==> src/rtl/core/assert_macros.svh <==
// Assertion macros shared by the RTL of the supervisor.
`ifndef ASSERT_MACROS_SVH
`define ASSERT_MACROS_SVH

`ifndef SYNTH

// Whenever ante holds, cons holds in the same cycle.
`define SLAS_ASSERT_IMPL(label, clk, rst, ante, cons) \
   label: assert property (@(posedge clk) disable iff (rst) (ante) |-> (cons)) \
      else $error("assertion failed");

// Whenever ante holds, cons holds in the following cycle.
`define SLAS_ASSERT_NEXT(label, clk, rst, ante, cons) \
   label: assert property (@(posedge clk) disable iff (rst) (ante) |=> (cons)) \
      else $error("assertion failed");

// The expression never holds.
`define SLAS_ASSERT_NEVER(label, clk, rst, expr) \
   label: assert property (@(posedge clk) disable iff (rst) !(expr)) \
      else $error("assertion failed");

`else

`define SLAS_ASSERT_IMPL(label, clk, rst, ante, cons)
`define SLAS_ASSERT_NEXT(label, clk, rst, ante, cons)
`define SLAS_ASSERT_NEVER(label, clk, rst, expr)

`endif

`endif

==> src/rtl/core/slas_pkg.sv <==
package slas_pkg;

   localparam int CSR_INDEX_W = 3;
   localparam int CSR_DATA_W  = 16;
   localparam int LEVEL_W     = 7;
   localparam int COUNT_W     = 16;

   typedef enum logic [CSR_INDEX_W-1:0] {
      CSR_SLEEP_ENABLE      = 3'd0,
      CSR_TIMER_WAKE_ENABLE = 3'd1,
      CSR_WAKE_MINUTES      = 3'd2,
      CSR_WOKE_BY_TIMER     = 3'd3,
      CSR_MANUAL_TIMEOUT    = 3'd4,
      CSR_TIMER_TIMEOUT     = 3'd5,
      CSR_LOW_BATTERY       = 3'd6,
      CSR_CRITICAL_BATTERY  = 3'd7
   } csr_index_type;

   typedef enum logic [1:0] {
      COLOR_DARK  = 2'd0,
      COLOR_RED   = 2'd1,
      COLOR_GREEN = 2'd2,
      COLOR_WHITE = 2'd3
   } lamp_color_type;

   typedef enum logic {
      CMD_TICK     = 1'b0,
      CMD_ACTIVITY = 1'b1
   } command_type;

   localparam logic CAUSE_INACTIVITY = 1'b0;
   localparam logic CAUSE_BATTERY    = 1'b1;

   localparam logic [LEVEL_W-1:0] LEVEL_FULL = 7'd100;
   localparam logic [COUNT_W-1:0] COUNT_MAX  = 16'hFFFF;

   typedef struct packed {
      logic               command;
      logic               link_connected;
      logic [LEVEL_W-1:0] battery_reading;
   } req_word_type;

   typedef struct packed {
      logic               led_update;
      logic [1:0]         lamp_color;
      logic [LEVEL_W-1:0] battery_level;
      logic               sleep_request;
      logic               sleep_cause;
      logic               timer_wake;
   } rsp_word_type;

   typedef struct packed {
      logic               sleep_enable;
      logic               timer_wake_enable;
      logic [10:0]        wake_minutes;
      logic               woke_by_timer;
      logic [COUNT_W-1:0] manual_timeout_checks;
      logic [COUNT_W-1:0] timer_timeout_checks;
      logic [LEVEL_W-1:0] low_battery_pct;
      logic [LEVEL_W-1:0] critical_battery_pct;
   } cfg_type;

   localparam cfg_type CFG_RESET = '{
      sleep_enable:          1'b1,
      timer_wake_enable:     1'b0,
      wake_minutes:          11'd0,
      woke_by_timer:         1'b0,
      manual_timeout_checks: 16'd300,
      timer_timeout_checks:  16'd100,
      low_battery_pct:       7'd10,
      critical_battery_pct:  7'd5
   };

endpackage

==> src/rtl/core/slas_csr.sv <==
module slas_csr (
   input  logic                              clock,
   input  logic                              reset,
   input  logic                              csr_valid,
   output logic                              csr_ready,
   input  logic [slas_pkg::CSR_INDEX_W-1:0]  csr_index,
   input  logic [slas_pkg::CSR_DATA_W-1:0]   csr_data,
   output slas_pkg::cfg_type                 cfg
);

   slas_pkg::cfg_type cfg_ff;
   slas_pkg::cfg_type cfg_in;
   slas_pkg::csr_index_type index;

   assign csr_ready = 1'b1;
   assign index     = slas_pkg::csr_index_type'(csr_index);

   always_comb begin
      cfg_in = cfg_ff;
      if (csr_valid && csr_ready) begin
         unique case (index)
            slas_pkg::CSR_SLEEP_ENABLE:      cfg_in.sleep_enable = csr_data[0];
            slas_pkg::CSR_TIMER_WAKE_ENABLE: cfg_in.timer_wake_enable = csr_data[0];
            slas_pkg::CSR_WAKE_MINUTES:      cfg_in.wake_minutes = csr_data[10:0];
            slas_pkg::CSR_WOKE_BY_TIMER:     cfg_in.woke_by_timer = csr_data[0];
            slas_pkg::CSR_MANUAL_TIMEOUT:    cfg_in.manual_timeout_checks = csr_data;
            slas_pkg::CSR_TIMER_TIMEOUT:     cfg_in.timer_timeout_checks = csr_data;
            slas_pkg::CSR_LOW_BATTERY:
               cfg_in.low_battery_pct = csr_data[slas_pkg::LEVEL_W-1:0];
            slas_pkg::CSR_CRITICAL_BATTERY:
               cfg_in.critical_battery_pct = csr_data[slas_pkg::LEVEL_W-1:0];
         endcase
      end
   end

   always_ff @(posedge clock) begin
      if (reset) begin
         cfg_ff <= slas_pkg::CFG_RESET;
      end else begin
         cfg_ff <= cfg_in;
      end
   end

   assign cfg = cfg_ff;

endmodule

==> src/rtl/core/slas_core.sv <==
`include "assert_macros.svh"

module slas_core #(
   parameter int LED_DIVIDE     = 5,
   parameter int BATTERY_DIVIDE = 300,
   parameter int SLEEP_DIVIDE   = 2,
   parameter int BLINK_ON       = 1,
   parameter int BLINK_OFF      = 3
) (
   input  logic                   clock,
   input  logic                   reset,
   input  logic                   step,
   input  slas_pkg::req_word_type req,
   input  slas_pkg::cfg_type      cfg,
   output slas_pkg::rsp_word_type rsp
);

   localparam int LedW     = (LED_DIVIDE > 1) ? $clog2(LED_DIVIDE) : 1;
   localparam int BatW     = (BATTERY_DIVIDE > 1) ? $clog2(BATTERY_DIVIDE) : 1;
   localparam int SlpW     = (SLEEP_DIVIDE > 1) ? $clog2(SLEEP_DIVIDE) : 1;
   localparam int Cycle    = BLINK_ON + BLINK_OFF;
   localparam int PhaseW   = (Cycle > 1) ? $clog2(Cycle) : 1;
   localparam logic [LedW-1:0]   LedLast   = LedW'(LED_DIVIDE - 1);
   localparam logic [BatW-1:0]   BatLast   = BatW'(BATTERY_DIVIDE - 1);
   localparam logic [SlpW-1:0]   SlpLast   = SlpW'(SLEEP_DIVIDE - 1);
   localparam logic [PhaseW-1:0] PhaseLast = PhaseW'(Cycle - 1);
   localparam logic [PhaseW:0]   OnLimit   = (PhaseW + 1)'(BLINK_ON);

   logic [LedW-1:0]                 led_cnt_ff, led_cnt_in;
   logic [BatW-1:0]                 bat_cnt_ff, bat_cnt_in;
   logic [SlpW-1:0]                 slp_cnt_ff, slp_cnt_in;
   logic [PhaseW-1:0]               phase_ff, phase_in;
   logic [slas_pkg::LEVEL_W-1:0]    level_ff, level_in;
   logic [slas_pkg::COUNT_W-1:0]    idle_ff, idle_in;
   logic                            halted_ff, halted_in;

   logic                            tick;
   logic                            led_ev, bat_ev, slp_ev;
   logic [PhaseW-1:0]               phase_next;
   logic [1:0]                      color;
   logic [slas_pkg::LEVEL_W-1:0]    reading_sat;
   logic                            critical;
   logic [slas_pkg::COUNT_W-1:0]    idle_inc, limit;

   assign tick   = step && !halted_ff && (req.command == slas_pkg::CMD_TICK);
   assign led_ev = (led_cnt_ff == LedLast);
   assign bat_ev = (bat_cnt_ff == BatLast);
   assign slp_ev = (slp_cnt_ff == SlpLast);

   assign phase_next  = (phase_ff == PhaseLast) ? '0 : phase_ff + PhaseW'(1);
   assign reading_sat = (req.battery_reading > slas_pkg::LEVEL_FULL) ?
                        slas_pkg::LEVEL_FULL : req.battery_reading;
   assign critical    = bat_ev && (reading_sat < cfg.critical_battery_pct);
   assign idle_inc    = (idle_ff == slas_pkg::COUNT_MAX) ? idle_ff : idle_ff + 16'd1;
   assign limit       = cfg.woke_by_timer ? cfg.timer_timeout_checks
                                          : cfg.manual_timeout_checks;

   always_comb begin
      priority if (level_ff < cfg.low_battery_pct) begin
         color = slas_pkg::COLOR_RED;
      end else if (req.link_connected) begin
         color = slas_pkg::COLOR_GREEN;
      end else begin
         color = slas_pkg::COLOR_WHITE;
      end
   end

   always_comb begin
      led_cnt_in = led_cnt_ff;
      bat_cnt_in = bat_cnt_ff;
      slp_cnt_in = slp_cnt_ff;
      phase_in   = phase_ff;
      level_in   = level_ff;
      idle_in    = idle_ff;
      halted_in  = halted_ff;
      rsp        = '0;

      if (step && !halted_ff && (req.command == slas_pkg::CMD_ACTIVITY)) begin
         idle_in = '0;
      end

      if (tick) begin
         led_cnt_in = led_ev ? '0 : led_cnt_ff + LedW'(1);
         bat_cnt_in = bat_ev ? '0 : bat_cnt_ff + BatW'(1);
         slp_cnt_in = slp_ev ? '0 : slp_cnt_ff + SlpW'(1);

         if (led_ev) begin
            phase_in       = phase_next;
            rsp.led_update = 1'b1;
            rsp.lamp_color = ({1'b0, phase_next} < OnLimit) ? color : slas_pkg::COLOR_DARK;
         end

         if (bat_ev) begin
            level_in = reading_sat;
         end

         if (critical) begin
            rsp.sleep_request = 1'b1;
            rsp.sleep_cause   = slas_pkg::CAUSE_BATTERY;
            halted_in         = 1'b1;
         end else if (slp_ev) begin
            // The check is skipped on a tick whose battery event already asked for sleep.
            if (!cfg.sleep_enable || req.link_connected) begin
               idle_in = '0;
            end else begin
               idle_in = idle_inc;
               if (idle_inc >= limit) begin
                  rsp.sleep_request = 1'b1;
                  rsp.sleep_cause   = slas_pkg::CAUSE_INACTIVITY;
                  rsp.timer_wake    = cfg.timer_wake_enable && (cfg.wake_minutes != '0);
                  halted_in         = 1'b1;
               end
            end
         end
      end

      rsp.battery_level = level_in;
   end

   always_ff @(posedge clock) begin
      if (reset) begin
         led_cnt_ff <= '0;
         bat_cnt_ff <= '0;
         slp_cnt_ff <= '0;
         phase_ff   <= '0;
         level_ff   <= slas_pkg::LEVEL_FULL;
         idle_ff    <= '0;
         halted_ff  <= 1'b0;
      end else begin
         led_cnt_ff <= led_cnt_in;
         bat_cnt_ff <= bat_cnt_in;
         slp_cnt_ff <= slp_cnt_in;
         phase_ff   <= phase_in;
         level_ff   <= level_in;
         idle_ff    <= idle_in;
         halted_ff  <= halted_in;
      end
   end

   `SLAS_ASSERT_NEXT(a_halt_sticks, clock, reset, halted_ff, halted_ff)
   `SLAS_ASSERT_NEXT(a_request_halts, clock, reset, step && rsp.sleep_request, halted_ff)
   `SLAS_ASSERT_IMPL(a_battery_no_wake, clock, reset, rsp.sleep_cause, !rsp.timer_wake && rsp.sleep_request)
   `SLAS_ASSERT_NEXT(a_activity_clears, clock, reset, step && !halted_ff && req.command == slas_pkg::CMD_ACTIVITY, idle_ff == '0)

endmodule

==> src/rtl/core/status_led_and_auto_sleep_supervisor.sv <==
// Channel   Direction  Handshake        Word
// req       in         valid / stall    req_word_type (command, link, battery reading)
// rsp       out        valid / stall    rsp_word_type (LED, battery level, sleep request)
// csr       in         valid / ready    register index and data, always ready
//
// One word is accepted per cycle while req is not stalled; it passes through the input register,
// the step logic and the result register before its result is on rsp.
// Reset is synchronous: counters, blink phase and halt flag clear, battery level reads 100.
// A stall on rsp holds the result register; req stalls only while both registers are
// full and rsp is stalled.
`include "assert_macros.svh"

module status_led_and_auto_sleep_supervisor #(
   parameter int LED_DIVIDE     = 5,
   parameter int BATTERY_DIVIDE = 300,
   parameter int SLEEP_DIVIDE   = 2,
   parameter int BLINK_ON       = 1,
   parameter int BLINK_OFF      = 3
) (
   input  logic                              clock,
   input  logic                              reset,
   input  logic                              req_valid,
   output logic                              req_stall,
   input  slas_pkg::req_word_type            req_word,
   output logic                              rsp_valid,
   input  logic                              rsp_stall,
   output slas_pkg::rsp_word_type            rsp_word,
   input  logic                              csr_valid,
   output logic                              csr_ready,
   input  logic [slas_pkg::CSR_INDEX_W-1:0]  csr_index,
   input  logic [slas_pkg::CSR_DATA_W-1:0]   csr_data
);

   logic                   in_valid_ff, in_valid_in;
   slas_pkg::req_word_type in_word_ff;
   logic                   out_valid_ff, out_valid_in;
   slas_pkg::rsp_word_type out_word_ff;
   slas_pkg::rsp_word_type step_rsp;
   slas_pkg::cfg_type      cfg;
   logic                   out_free;
   logic                   step;

   assign out_free = !out_valid_ff || !rsp_stall;
   assign step     = in_valid_ff && out_free;
   assign req_stall = in_valid_ff && !out_free;

   assign in_valid_in  = (req_valid && !req_stall) || (in_valid_ff && !step);
   assign out_valid_in = step || (out_valid_ff && !out_free);

   slas_csr u_csr (
      .clock     (clock),
      .reset     (reset),
      .csr_valid (csr_valid),
      .csr_ready (csr_ready),
      .csr_index (csr_index),
      .csr_data  (csr_data),
      .cfg       (cfg)
   );

   slas_core #(
      .LED_DIVIDE     (LED_DIVIDE),
      .BATTERY_DIVIDE (BATTERY_DIVIDE),
      .SLEEP_DIVIDE   (SLEEP_DIVIDE),
      .BLINK_ON       (BLINK_ON),
      .BLINK_OFF      (BLINK_OFF)
   ) u_core (
      .clock (clock),
      .reset (reset),
      .step  (step),
      .req   (in_word_ff),
      .cfg   (cfg),
      .rsp   (step_rsp)
   );

   always_ff @(posedge clock) begin
      if (reset) begin
         in_valid_ff  <= 1'b0;
         out_valid_ff <= 1'b0;
      end else begin
         in_valid_ff  <= in_valid_in;
         out_valid_ff <= out_valid_in;
      end
   end

   always_ff @(posedge clock) begin
      if (req_valid && !req_stall) begin
         in_word_ff <= req_word;
      end
      if (step) begin
         out_word_ff <= step_rsp;
      end
   end

   assign rsp_valid = out_valid_ff;
   assign rsp_word  = out_word_ff;

   `SLAS_ASSERT_IMPL(a_free_no_stall, clock, reset, !rsp_stall, !req_stall)
   `SLAS_ASSERT_NEXT(a_step_fills_out, clock, reset, step, rsp_valid)
   `SLAS_ASSERT_IMPL(a_stall_means_full, clock, reset, req_stall, rsp_valid && rsp_stall)

endmodule
==> config.mk <==
export PLATFORM = sky130hd
export DESIGN_NAME = status_led_and_auto_sleep_supervisor
export DESIGN_NICKNAME = d
export VERILOG_FILES = /design/src/rtl/core/slas_pkg.sv /design/src/rtl/core/slas_csr.sv /design/src/rtl/core/slas_core.sv /design/src/rtl/core/status_led_and_auto_sleep_supervisor.sv
export VERILOG_INCLUDE_DIRS = /design/src /design/src/rtl/core
export SDC_FILE = /design/constraint.sdc
export NUM_CORES = 1
export LEC_CHECK = 0
export BUFFER_PORTS_ARGS = -buffer_cell sky130_fd_sc_hd__buf_4
export CAP_MARGIN = 15
export CORE_ASPECT_RATIO = 1.75
export CORE_MARGIN = 5
export CORE_UTILIZATION = 55
export DETAILED_ROUTE_END_ITERATION = 12
export PLACE_DENSITY = 0.74
export SKIP_CTS_REPAIR_TIMING = 1
export SLEW_MARGIN = 25
export SYNTH_ARGS = -nofsm -noshare
export SYNTH_HDL_FRONTEND = slang
export SYNTH_HIERARCHICAL = 1
export SYNTH_SLANG_ARGS = --single-unit
==> constraint.sdc <==
create_clock -name clock -period 3.5 [get_ports clock]
set_clock_uncertainty 0.05 [all_clocks]
set_input_delay 0.175 -clock clock [delete_from_list [all_inputs] [get_ports clock]]
set_output_delay 0.175 -clock clock [all_outputs]
set_load 0.01 [all_outputs]
==> PnR_summary.wiki, run 1 <==
{| class="wikitable"
! Metric !! Value
|-
| Worst hold margin || -0.006613 ns
|-
| Failing checks || negative hold slack
|-
| Overall power consumption || 3.424 mW
|-
| Post-placement cell count || 756
|-
| Start-to-end type of the worst setup path || flop to flop
|-
| CP Data Required Time || 3.57 ns
|-
| Area used by multi-input combinational logic || 0.003263 mm^2
|-
| Final routed wirelength across all metal layers || 12980 um
|-
| Worst-Margin Slew || 0.8917 ns
|-
| Antenna fix cells || 0
|-
| Number of antenna violations at the first check in global routing || 0
|-
| Gr usage total || 19.88%
|-
| WL/cell || 16.24 um
|-
| Terminus of the critical flop-to-flop path || rsp_word[0]$_DFFE_PP_
|-
| Total congestion overflow after global routing || 0
|-
| Number of setup violations in the final report || 0
|-
| Pleak || 3.152 nW
|-
| CTS clock-pin slew for the worst setup and hold paths || 0.06 ns
|-
| Net count of the finished layout || 720
|-
| Cell type group with the largest total delay on the critical path || compound AO/OA/AOI/OAI gates
|-
| Startpoint type of the worst setup path || flop
|-
| Longest individual stage delay on the worst path || 0.46 ns
|-
| Combined buffer and inverter count along the critical path || 0
|-
| RSZ-0062 raised after global routing || false
|-
| Row Count || 51
|-
| Hold Path Class || input port to flop
|-
| # clock sinks || 123
|-
| Antenna viol nets, final || 0
|-
| Synth Cell Area || 0.006211 mm^2
|-
| Worst hold stages || 3
|-
| Layout cell share with drive strength beyond 1 || 16.94%
|-
| Number of top-level pins || 49
|-
| Cell count of the worst reg-to-reg path || 13
|-
| Number of buffers added on ports || 47
|-
| Count of different cell masters after synthesis || 66
|-
| Top post-synthesis cells by area || sky130_fd_sc_hd__dfxtp_1 (33%), sky130_fd_sc_hd__mux2i_1 (13%), sky130_fd_sc_hd__edfxtp_1 (11%), sky130_fd_sc_hd__nand2b_1 (6.7%), sky130_fd_sc_hd__ha_1 (6.6%)
|-
| Data arrival time of the worst path || 3.37 ns
|-
| Beginning of the worst register-to-register path || u_core/idle_ff[0]$_SDFF_PP0_
|-
| Core area || 0.01110 mm^2
|-
| Placed Instance Area || 0.006568 mm^2
|-
| DP HPWL || 9292 um
|-
| Via density per instance || 5.622
|-
| Hold violation total from the final report || 1
|-
| Detailed Routing Iterations Pass 1 || 5
|-
| DRT iter0 DRCs || 181
|-
| Global-route wire length before repair || 21690 um
|-
| Outcome || complete, but fails checks
|-
| Critical path peak fanout || 7
|-
| Min-delay src || rsp_stall
|-
| Maximum number of pins on one net before global-route repair || 57
|-
| Most common library cell in the layout ignoring fill and taps || sky130_fd_sc_hd__dfxtp_1
|-
| Sort of element at the end of the critical path || flop
|-
| Tightest slew margin relative to the limit || 40.29%
|-
| Syn_nets || 671
|-
| Sequential Area || 0.002683 mm^2
|-
| Number of global-route vias before repair || 4594
|-
| DIE AREA || 0.01360 mm^2
|-
| Internal reg-to-reg setup slack || 0.20 ns
|-
| Number of design rule violations left after detail routing || 0
|-
| Area grow syn2layout || 17.20%
|-
| CTS tree || built
|-
| Final Wtd Congestion || 0.8332
|-
| Number of warnings reported in the yosys synthesis log || 6
|-
| Number of standard cells after synthesis || 605
|-
| Synthesized flop and latch total || 123
|-
| Initial core utilization || 55.94%
|-
| Cell taking the most area after synthesis || sky130_fd_sc_hd__dfxtp_1
|-
| Areal power density over the cells || 470.4 mW/mm^2
|-
| Vias post-DR || 4492
|-
| Worst-Skew Late Latency || 0.41 ns
|-
| Top flip-flop cell by instance count after synthesis || sky130_fd_sc_hd__dfxtp_1
|-
| Number of cells in the finished layout apart from fillers || 799
|-
| Die Y || 150.6 um
|-
| Fraction of registers with async set or reset after synthesis || 0%
|-
| Final-layout setup total negative slack || 0 ns
|-
| Top-area cell type share of the netlist area || 32.55%
|-
| Cell-by-cell listing of the critical path || ha_1 > and3_2 > nand2_1 > nor3_4 > nor3b_1 > xor2_1 > ha_1 > o21a_1 > o211ai_1 > a211oi_1 > a221o_1 > o21ai_1 > nor3_1
|-
| Max_cap viols || 0
|-
| Count of H-tree levels built during CTS || 4
|-
| Pins Over Slew Limit || 0
|-
| Commonest cells after routing, fill and taps aside || sky130_fd_sc_hd__dfxtp_1 (101), sky130_fd_sc_hd__mux2i_1 (78), sky130_fd_sc_hd__nand2b_1 (67)
|-
| Number of gates on the worst path with buffers counted || 13
|-
| Fraction of the yosys area taken by sequential cells || 43.19%
|-
| Slowest stage cell, crit path || sky130_fd_sc_hd__dfxtp_1
|-
| Achievable frequency || 303.2 MHz
|-
| Library cell used as clock root buffer || sky130_fd_sc_hd__clkbuf_16
|-
| Min Tclk post-route || 3.298 ns
|-
| Fill cells || 882
|-
| IR drop worst, VDD || 428.5 uV
|-
| Post-Synthesis Mean Instance Area || 10.27 um^2
|-
| Portion of the clock cycle consumed by the worst path in the final layout || 94.22%
|-
| Post-Layout Inst Area || 0.007279 mm^2
|-
| X dimension of the die || 90.33 um
|-
| Number of flops mapped to enable cells by yosys || 22
|-
| Buffers from clock root to sink, at most || 2
|-
| Most frequent CP cell || sky130_fd_sc_hd__ha_1
|-
| Number of clock buffers inserted by TritonCTS || 17
|}
==> worst reg2reg max path, stage by stage, from the launching register on <==
cell and delay (ns):
sky130_fd_sc_hd__dfxtp_1 0.46, sky130_fd_sc_hd__ha_1 0.23, sky130_fd_sc_hd__and3_2 0.27, sky130_fd_sc_hd__nand2_1 0.12, sky130_fd_sc_hd__nor3_4 0.27, sky130_fd_sc_hd__nor3b_1 0.10, sky130_fd_sc_hd__xor2_1 0.17, sky130_fd_sc_hd__ha_1 0.33
sky130_fd_sc_hd__o21a_1 0.11, sky130_fd_sc_hd__o211ai_1 0.16, sky130_fd_sc_hd__a211oi_1 0.09, sky130_fd_sc_hd__a221o_1 0.36, sky130_fd_sc_hd__o21ai_1 0.21, sky130_fd_sc_hd__nor3_1 0.08
==> routing by layer <==
metal / up-vias / track usage (%) / wire length, um
met5: - / 0 / 0
met2: 106 / 36.22 / 7064
met1: 2127 / 21.80 / 5121
li1: 2236 / - / -
met4: 0 / 7.899 / 277
met3: 23 / 5.250 / 511
==> stage by stage <==
stage                     hold slack, ns  worst slack, ns  utilization [%]
after floorplan                   0.1874           0.3946                -
after global placement            0.3035           0.2008            59.15
after detailed placement          0.3045          0.07472            59.15
after CTS                        -0.1310          0.05825            64.42
after global routing            0.008053          0.06234            65.56
final                          -0.006613           0.2023            65.56
==> synthesized netlist by cell type (3+ instances only) <==
library cell	count
sky130_fd_sc_hd__buf_4	3
sky130_fd_sc_hd__nand2_1	31
sky130_fd_sc_hd__edfxtp_1	22
sky130_fd_sc_hd__and2_1	4
sky130_fd_sc_hd__a21oi_1	17
sky130_fd_sc_hd__mux2i_1	78
sky130_fd_sc_hd__o21a_1	3
sky130_fd_sc_hd__dfxtp_1	101
sky130_fd_sc_hd__a21o_1	6
sky130_fd_sc_hd__buf_2	7
sky130_fd_sc_hd__and3_1	9
sky130_fd_sc_hd__and4_1	3
sky130_fd_sc_hd__nand4b_1	5
sky130_fd_sc_hd__o21ai_0	8
sky130_fd_sc_hd__or2_2	4
sky130_fd_sc_hd__mux2_2	8
sky130_fd_sc_hd__nand4_1	10
sky130_fd_sc_hd__nand2b_1	67
sky130_fd_sc_hd__a211oi_1	4
sky130_fd_sc_hd__nand3_1	10
sky130_fd_sc_hd__ha_1	33
sky130_fd_sc_hd__inv_1	24
sky130_fd_sc_hd__xnor2_1	5
sky130_fd_sc_hd__nor2b_1	4
sky130_fd_sc_hd__nor3_1	5
sky130_fd_sc_hd__clkbuf_1	13
sky130_fd_sc_hd__a22o_1	12
sky130_fd_sc_hd__nor2_1	49
sky130_fd_sc_hd__buf_6	6
sky130_fd_sc_hd__xor2_1	9
==> logic make-up after synthesis <==
family                   Yosys count  share of synthesized area [%]
AO/OA/AOI/OAI                     67                          8.038
XOR/XNOR                          14                          1.974
adder cells (fa/ha/maj)           33                          6.648
buffers and inverters             56                          4.532
flip-flops                       123                          43.19
multiplexers                      86                          14.02
other                              1                        0.06038
AND/OR/NAND/NOR                  225                          21.53
==> worst max-delay path by stage <==
stage	start	end	slack [ns]
floorplan	in_valid_ff$_SDFF_PP0_	u_core/idle_ff[0]$_SDFF_PP0_	0.39
global placement	u_core/idle_ff[0]$_SDFF_PP0_	rsp_word[0]$_DFFE_PP_	0.20
detailed placement	u_core/idle_ff[0]$_SDFF_PP0_	rsp_word[0]$_DFFE_PP_	0.07
CTS	u_core/idle_ff[0]$_SDFF_PP0_	rsp_word[0]$_DFFE_PP_	0.06
global route	u_core/idle_ff[0]$_SDFF_PP0_	rsp_word[0]$_DFFE_PP_	0.06
finish	u_core/idle_ff[0]$_SDFF_PP0_	rsp_word[0]$_DFFE_PP_	0.20
==> where the power goes <==
part	switching (mW)	leakage, nW	internal [mW]	total [mW]
registers	0.0175	1.02	1.47	1.49
clock network	0.614	0.284	1.11	1.73
logic	0.107	1.85	0.0996	0.206
total	0.738	3.15	2.69	3.42
==> final cells by class <==
type / instances / share of cell area (%)
clock inverter: 12 / 2.045
clock buffer: 20 / 5.999
inverter: 24 / 1.238
tap: 132 / 2.269
multi-input combinational: 426 / 44.83
sequential: 123 / 36.85
timing repair buffer: 62 / 6.772
==> registers in the layout, indices dropped and copies added, names as in the netlist, named ones only <==
register and count:
in_valid_ff 1, in_word_ff 9, rsp_word 13, u_core/bat_cnt_ff 9, u_core/halted_ff 1, u_core/idle_ff 16
u_core/led_cnt_ff 3, u_core/level_ff 7, u_core/phase_ff 2, u_core/slp_cnt_ff 1, u_csr/cfg 60
Power figures use the tool's default switching activity.
==> run 2: changes to the inputs <==
==> constraint.sdc (replaced) <==
create_clock -name clock -period 3.5 [get_ports clock]
set_clock_uncertainty 0.05 [all_clocks]
set_input_delay 0.525 -clock clock [delete_from_list [all_inputs] [get_ports clock]]
set_output_delay 0.525 -clock clock [all_outputs]
set_load 0.01 [all_outputs]
==> PnR_summary.wiki, run 2 (synthesized netlist as in run 1, its figures left out) <==
{| class="wikitable"
! Metric !! Value
|-
| Antenna fix cells || 0 (unchanged)
|-
| Library cell used as clock root buffer || sky130_fd_sc_hd__clkbuf_16
|-
| Final routed wirelength across all metal layers || 12870 um (-0.85%)
|-
| Number of global-route vias before repair || 4499 (-2.1%)
|-
| Initial core utilization || 55.94% (unchanged)
|-
| Count of H-tree levels built during CTS || 4 (unchanged)
|-
| Startpoint type of the worst setup path || flop
|-
| Achievable frequency || 311.7 MHz (+2.8%)
|-
| WL/cell || 16.31 um (+0.41%)
|-
| Number of buffers added on ports || 47 (unchanged)
|-
| Pleak || 3.089 nW (-2.0%)
|-
| Hold violation total from the final report || 0 (-1)
|-
| DP HPWL || 9430 um (+1.5%)
|-
| # clock sinks || 123 (unchanged)
|-
| Antenna viol nets, final || 0 (unchanged)
|-
| Areal power density over the cells || 471.0 mW/mm^2 (+0.13%)
|-
| Min Tclk post-route || 3.208 ns (-0.08925 ns)
|-
| IR drop worst, VDD || 510.7 uV (+19%)
|-
| Flip-flop count of the largest register, all copies and words added || 60 (unchanged)
|-
| Row Count || 51 (unchanged)
|-
| Worst-Skew Late Latency || 0.41 ns (about the same)
|-
| Critical path peak fanout || 7 (unchanged)
|-
| Most common library cell in the layout ignoring fill and taps || sky130_fd_sc_hd__dfxtp_1
|-
| Final Wtd Congestion || 0.8337 (about the same)
|-
| Total congestion overflow after global routing || 0 (unchanged)
|-
| Via density per instance || 5.653 (+0.55%)
|-
| DRT iter0 DRCs || 225 (+24%)
|-
| Cell type group with the largest total delay on the critical path || compound AO/OA/AOI/OAI gates
|-
| Start-to-end type of the worst setup path || flop to flop
|-
| Commonest cells after routing, fill and taps aside || sky130_fd_sc_hd__dfxtp_1 (100), sky130_fd_sc_hd__mux2i_1 (78), sky130_fd_sc_hd__nand2b_1 (67)
|-
| Core area || 0.01110 mm^2 (unchanged)
|-
| Worst-Margin Slew || 0.8396 ns (-0.05212 ns)
|-
| Slowest stage cell, crit path || sky130_fd_sc_hd__dfxtp_2
|-
| CTS clock-pin slew for the worst setup and hold paths || 0.06 ns (about the same)
|-
| Outcome || completed
|-
| Vias post-DR || 4460 (-0.71%)
|-
| Min-delay src || req_word[5]
|-
| Number of setup violations in the final report || 0 (unchanged)
|-
| Die Y || 150.6 um (unchanged)
|-
| Hold Path Class || input port to flop
|-
| Longest individual stage delay on the worst path || 0.36 ns (-0.10 ns)
|-
| Most frequent CP cell || sky130_fd_sc_hd__ha_1
|-
| Tightest slew margin relative to the limit || 43.29% (+3.0 points)
|-
| Final-layout setup total negative slack || 0 ns (unchanged)
|-
| Cell-by-cell listing of the critical path || ha_1 > and3_2 > nand2_1 > nor3_4 > nor3b_1 > xor2_1 > ha_1 > o21a_1 > o211ai_1 > a211oi_1 > a221o_1 > o21ai_1 > nor3_1
|-
| CTS tree || built
|-
| Gr usage total || 19.55% (-0.33 points)
|-
| RSZ-0062 raised after global routing || false
|-
| Number of top-level pins || 49 (unchanged)
|-
| Portion of the clock cycle consumed by the worst path in the final layout || 91.67% (-2.6 points)
|-
| X dimension of the die || 90.33 um (unchanged)
|-
| Net count of the finished layout || 710 (-1.4%)
|-
| Number of antenna violations at the first check in global routing || 0 (unchanged)
|-
| Detailed Routing Iterations Pass 1 || 4 (-1)
|-
| Combined buffer and inverter count along the critical path || 0 (unchanged)
|-
| Maximum number of pins on one net before global-route repair || 66 (+16%)
|-
| Max_cap viols || 0 (unchanged)
|-
| CP Data Required Time || 3.57 ns (about the same)
|-
| Layout cell share with drive strength beyond 1 || 17.50% (+0.56 points)
|-
| Area grow syn2layout || 15.27%
|-
| Worst hold margin || 0.2415 ns (+0.2482 ns)
|-
| Number of clock buffers inserted by TritonCTS || 17 (unchanged)
|-
| Start point of the critical path || u_core/idle_ff[0]$_SDFF_PP0_
|-
| Global-route wire length before repair || 21520 um (-0.79%)
|-
| Beginning of the worst register-to-register path || u_core/idle_ff[0]$_SDFF_PP0_
|-
| DIE AREA || 0.01360 mm^2 (unchanged)
|-
| Data arrival time of the worst path || 3.28 ns (-0.09 ns)
|-
| Number of design rule violations left after detail routing || 0 (unchanged)
|-
| Pins Over Slew Limit || 0 (unchanged)
|-
| Fill cells || 932 (+5.7%)
|-
| Buffers from clock root to sink, at most || 2 (unchanged)
|-
| Sort of element at the end of the critical path || flop
|}
==> run 2: cell types whose count changed in the layout (fill, tap and decap cells not counted), sizes merged <==
| cell | previous run | this run |
|---|---|---|
| buf | 51 | 52 |
| bufinv | 3 | 2 |
| clkbuf | 20 | 18 |
| clkinvlp | 2 | 4 |
| dlygate4sd3 | 11 | 0 |
| inv | 25 | 26 |
==> run 2: layout make-up <==
cell class	instances	area, um^2	area share (%)
multi-input combinational	426	3254	45.46
inverter	24	90.09	1.258
sequential	123	2684	37.49
clock inverter	14	146.4	2.045
clock buffer	18	429.2	5.994
timing repair buffer	52	390.4	5.453
tap	132	165.2	2.307
==> run 2: path summary, 6_finish.rpt <==
| check | endpoint | slack [ns] | cells past startpoint |
|---|---|---|---|
| setup / recovery | rsp_word[0]$_DFFE_PP_ | 0.29 | 13 |
| hold / removal | in_word_ff[5]$_DFFE_PP_ | 0.24 | 1 |
| setup reg to reg | rsp_word[0]$_DFFE_PP_ | 0.29 | 13 |
| hold reg to reg | u_csr/cfg[30]$_SDFFE_PP0P_ | 0.43 | 2 |
==> run 2: routing by layer <==
metal / up-vias / part of all wire (%) / GRT usage, %
li1: 2210 / - / -
met3: 26 / 3.2 / 4.350
met1: 2130 / 41 / 21.96
met4: 0 / 2.0 / 7.675
met2: 94 / 54 / 35.63
met5: - / 0 / 0
==> run 2: report_power, final <==
group          total (mW)  leakage (nW)  internal (mW)  switching, mW
Clock                1.68         0.268           1.05          0.637
Sequential           1.49          1.02           1.47         0.0177
Combinational       0.198          1.80         0.0919          0.106
==> run 2: stage by stage <==
stage	setup slack [ns]	total power, mW	utilization (%)	cells	instance area (um^2)
2_1_floorplan	0.2268	1.650	-	605	6211
3_3_place_gp	0.2205	1.708	59.22	757	6575
3_5_place_dp	0.06224	1.716	59.22	757	6575
4_1_cts	0.04960	3.400	64.40	789	7151
5_1_grt	0.01503	3.489	64.48	789	7159
6_report	0.2916	3.372	64.48	789	7159
==> run 3: changes to the inputs <==
--- a/config.mk
+++ b/config.mk
@@ -13,6 +13,7 @@
 export CORE_UTILIZATION = 55
 export DETAILED_ROUTE_END_ITERATION = 12
 export PLACE_DENSITY = 0.74
+export REMOVE_ABC_BUFFERS = 1
 export SKIP_CTS_REPAIR_TIMING = 1
 export SLEW_MARGIN = 25
 export SYNTH_ARGS = -nofsm -noshare
==> PnR_summary.wiki, run 3 (synthesized netlist as in run 1, its figures left out) <==
{| class="wikitable"
! Metric !! Value
|-
| Most common library cell in the layout ignoring fill and taps || sky130_fd_sc_hd__dfxtp_1
|-
| CTS tree || built
|-
| Internal reg-to-reg setup slack || 0.27 ns (-0.03 ns)
|-
| Crit path to || rsp_word[0]$_DFFE_PP_
|-
| Die Y || 150.6 um (unchanged)
|-
| DRT iter0 DRCs || 233 (+3.6%)
|-
| Number of global-route vias before repair || 4778 (+6.2%)
|-
| Final routed wirelength across all metal layers || 13800 um (+7.3%)
|-
| Most frequent CP cell || sky130_fd_sc_hd__ha_1
|-
| CTS clock-pin slew for the worst setup and hold paths || 0.06 ns (about the same)
|-
| WL/cell || 17.47 um (+7.1%)
|-
| Number of buffers added on ports || 47 (unchanged)
|-
| CP Data Required Time || 3.59 ns (+0.02 ns)
|-
| Achievable frequency || 309.2 MHz (-0.80%)
|-
| Detailed Routing Iterations Pass 1 || 5 (+1)
|-
| Number of antenna violations at the first check in global routing || 0 (unchanged)
|-
| Worst-Margin Slew || 0.9621 ns (+0.1224 ns)
|-
| Worst-Skew Late Latency || 0.41 ns (about the same)
|-
| Layout cell share with drive strength beyond 1 || 17.78% (+0.28 points)
|-
| Flip-flop count of the largest register, all copies and words added || 60 (unchanged)
|-
| Max_cap viols || 0 (unchanged)
|-
| Maximum number of pins on one net before global-route repair || 57 (-14%)
|-
| Data arrival time of the worst path || 3.32 ns (+0.04 ns)
|-
| Area grow syn2layout || 15.35% (about the same)
|-
| # clock sinks || 123 (unchanged)
|-
| Gr usage total || 20.88% (+1.3 points)
|-
| X dimension of the die || 90.33 um (unchanged)
|-
| RSZ-0062 raised after global routing || false
|-
| Portion of the clock cycle consumed by the worst path in the final layout || 92.41% (+0.74 points)
|-
| Terminus of the critical flop-to-flop path || rsp_word[0]$_DFFE_PP_
|-
| Vias post-DR || 4473 (+0.29%)
|-
| Number of top-level pins || 49 (unchanged)
|-
| Fill cells || 907 (-2.7%)
|-
| Start-to-end type of the worst setup path || flop to flop
|-
| IR drop worst, VDD || 396.4 uV (-22%)
|-
| Sort of element at the end of the critical path || flop
|-
| Beginning of the worst register-to-register path || u_core/idle_ff[1]$_SDFF_PP0_
|-
| Tightest slew margin relative to the limit || 35.58% (-7.7 points)
|-
| Hold violation total from the final report || 0 (unchanged)
|-
| Combined buffer and inverter count along the critical path || 0 (unchanged)
|-
| Pins Over Slew Limit || 0 (unchanged)
|-
| DP HPWL || 10010 um (+6.2%)
|-
| Post-placement cell count || 758 (+0.13%)
|-
| Longest individual stage delay on the worst path || 0.39 ns (+0.03 ns)
|-
| Buffers from clock root to sink, at most || 2 (unchanged)
|-
| Post-Layout Inst Area || 0.007164 mm^2 (about the same)
|-
| Commonest cells after routing, fill and taps aside || sky130_fd_sc_hd__dfxtp_1 (100), sky130_fd_sc_hd__mux2i_1 (78), sky130_fd_sc_hd__nand2b_1 (67)
|-
| Total congestion overflow after global routing || 0 (unchanged)
|-
| Start point of the critical path || u_core/idle_ff[1]$_SDFF_PP0_
|-
| Overall power consumption || 3.348 mW (-0.71%)
|-
| Number of design rule violations left after detail routing || 0 (unchanged)
|-
| Via density per instance || 5.662 (+0.16%)
|-
| Number of clock buffers inserted by TritonCTS || 17 (unchanged)
|-
| Global-route wire length before repair || 22470 um (+4.4%)
|-
| Library cell used as clock root buffer || sky130_fd_sc_hd__clkbuf_16
|-
| Initial core utilization || 55.94% (unchanged)
|-
| Antenna fix cells || 0 (unchanged)
|-
| Number of gates on the worst path with buffers counted || 13 (unchanged)
|-
| Outcome || completed
|-
| DIE AREA || 0.01360 mm^2 (unchanged)
|-
| Critical path peak fanout || 6 (-1)
|-
| Worst hold margin || 0.2383 ns (-0.003289 ns)
|-
| Cell count of the worst reg-to-reg path || 13 (unchanged)
|-
| Number of setup violations in the final report || 0 (unchanged)
|-
| Slowest stage cell, crit path || sky130_fd_sc_hd__dfxtp_1
|-
| Cell-by-cell listing of the critical path || ha_1 > and3_1 > nand2_1 > nor3_4 > nor3b_1 > xor2_1 > ha_1 > o21a_1 > o211ai_1 > a211oi_1 > a221o_1 > o21ai_1 > nor3_1
|-
| Areal power density over the cells || 467.3 mW/mm^2 (-0.78%)
|-
| Min Tclk post-route || 3.234 ns (+0.02578 ns)
|-
| Net count of the finished layout || 711 (+0.14%)
|-
| Count of H-tree levels built during CTS || 4 (unchanged)
|-
| Cell type group with the largest total delay on the critical path || compound AO/OA/AOI/OAI gates
|-
| Pleak || 3.091 nW (about the same)
|-
| Antenna viol nets, final || 0 (unchanged)
|-
| Number of cells in the finished layout apart from fillers || 790 (+0.13%)
|-
| Row Count || 51 (unchanged)
|-
| Final-layout setup total negative slack || 0 ns (unchanged)
|-
| Core area || 0.01110 mm^2 (unchanged)
|-
| Startpoint type of the worst setup path || flop
|-
| Hold Path Class || input port to flop
|-
| Final Wtd Congestion || 0.8114 (-2.7%)
|-
| Placed Instance Area || 0.006586 mm^2 (+0.17%)
|}
## run 3: changes by cell type in the layout (fill, tap and decap cells not counted)
cell / previous run / this run
sky130_fd_sc_hd__a21boi_1: 1 / 0
sky130_fd_sc_hd__clkbuf_1: 1 / 0
sky130_fd_sc_hd__clkbuf_16: 17 / 18
sky130_fd_sc_hd__clkinv_2: 1 / 2
sky130_fd_sc_hd__clkinvlp_4: 4 / 5
sky130_fd_sc_hd__and3_1: 8 / 9
sky130_fd_sc_hd__buf_4: 52 / 53
sky130_fd_sc_hd__bufinv_16: 2 / 1
sky130_fd_sc_hd__and3_2: 1 / 0
sky130_fd_sc_hd__clkinv_4: 3 / 2
sky130_fd_sc_hd__a21boi_2: 0 / 1
## run 3: area by class of cell
| cell class | count | area (um^2) | area share (%) |
|---|---|---|---|
| Multi-Input combinational cell | 426 | 3257 | 45.46 |
| Timing Repair Buffer | 53 | 397.9 | 5.554 |
| Sequential cell | 123 | 2684 | 37.46 |
| Clock inverter | 14 | 120.1 | 1.677 |
| Tap cell | 132 | 165.2 | 2.305 |
| Inverter | 24 | 90.09 | 1.257 |
| Clock buffer | 18 | 450.4 | 6.287 |
## run 3: per-layer routing
| metal | track usage (%) | vias up | wire length, um |
|---|---|---|---|
| met5 | 0 | - | 0 |
| met4 | 9.091 | 0 | 417 |
| met3 | 5.650 | 31 | 403 |
| met2 | 41.50 | 87 | 7900 |
| met1 | 19.46 | 2143 | 5079 |
| li1 | - | 2212 | - |
## run 3: where the power goes
group	switching, mW	internal [mW]	total [mW]	leakage, nW
logic	0.107	0.0927	0.199	1.81
clock network	0.644	1.01	1.66	0.265
registers	0.0187	1.47	1.49	1.02
total	0.769	2.58	3.35	3.09
## run 3: per-stage QoR
step / util (%) / setup WS [ns]
after detailed placement: 59.32 / 0.1769
after CTS: 64.46 / 0.09634
final: 64.53 / 0.2658
after global placement: 59.32 / 0.2331
after global routing: 64.53 / 0.04369
after floorplan: - / -0.1072
## run 3: worst min-delay path by stage
stage / slack [ns] / startpoint / depth (start not counted) / to
2_1_floorplan: 0.40 / u_csr/cfg[30]$_SDFFE_PP0P_ / 2 / u_csr/cfg[30]$_SDFFE_PP0P_
3_3_place_gp: 0.41 / u_csr/cfg[17]$_SDFFE_PP0P_ / 2 / u_csr/cfg[17]$_SDFFE_PP0P_
3_5_place_dp: 0.41 / u_csr/cfg[30]$_SDFFE_PP0P_ / 2 / u_csr/cfg[30]$_SDFFE_PP0P_
4_1_cts: 0.22 / req_word[1] / 1 / in_word_ff[1]$_DFFE_PP_
5_1_grt: 0.22 / req_word[7] / 1 / in_word_ff[7]$_DFFE_PP_
6_report: 0.24 / req_word[2] / 1 / in_word_ff[2]$_DFFE_PP_
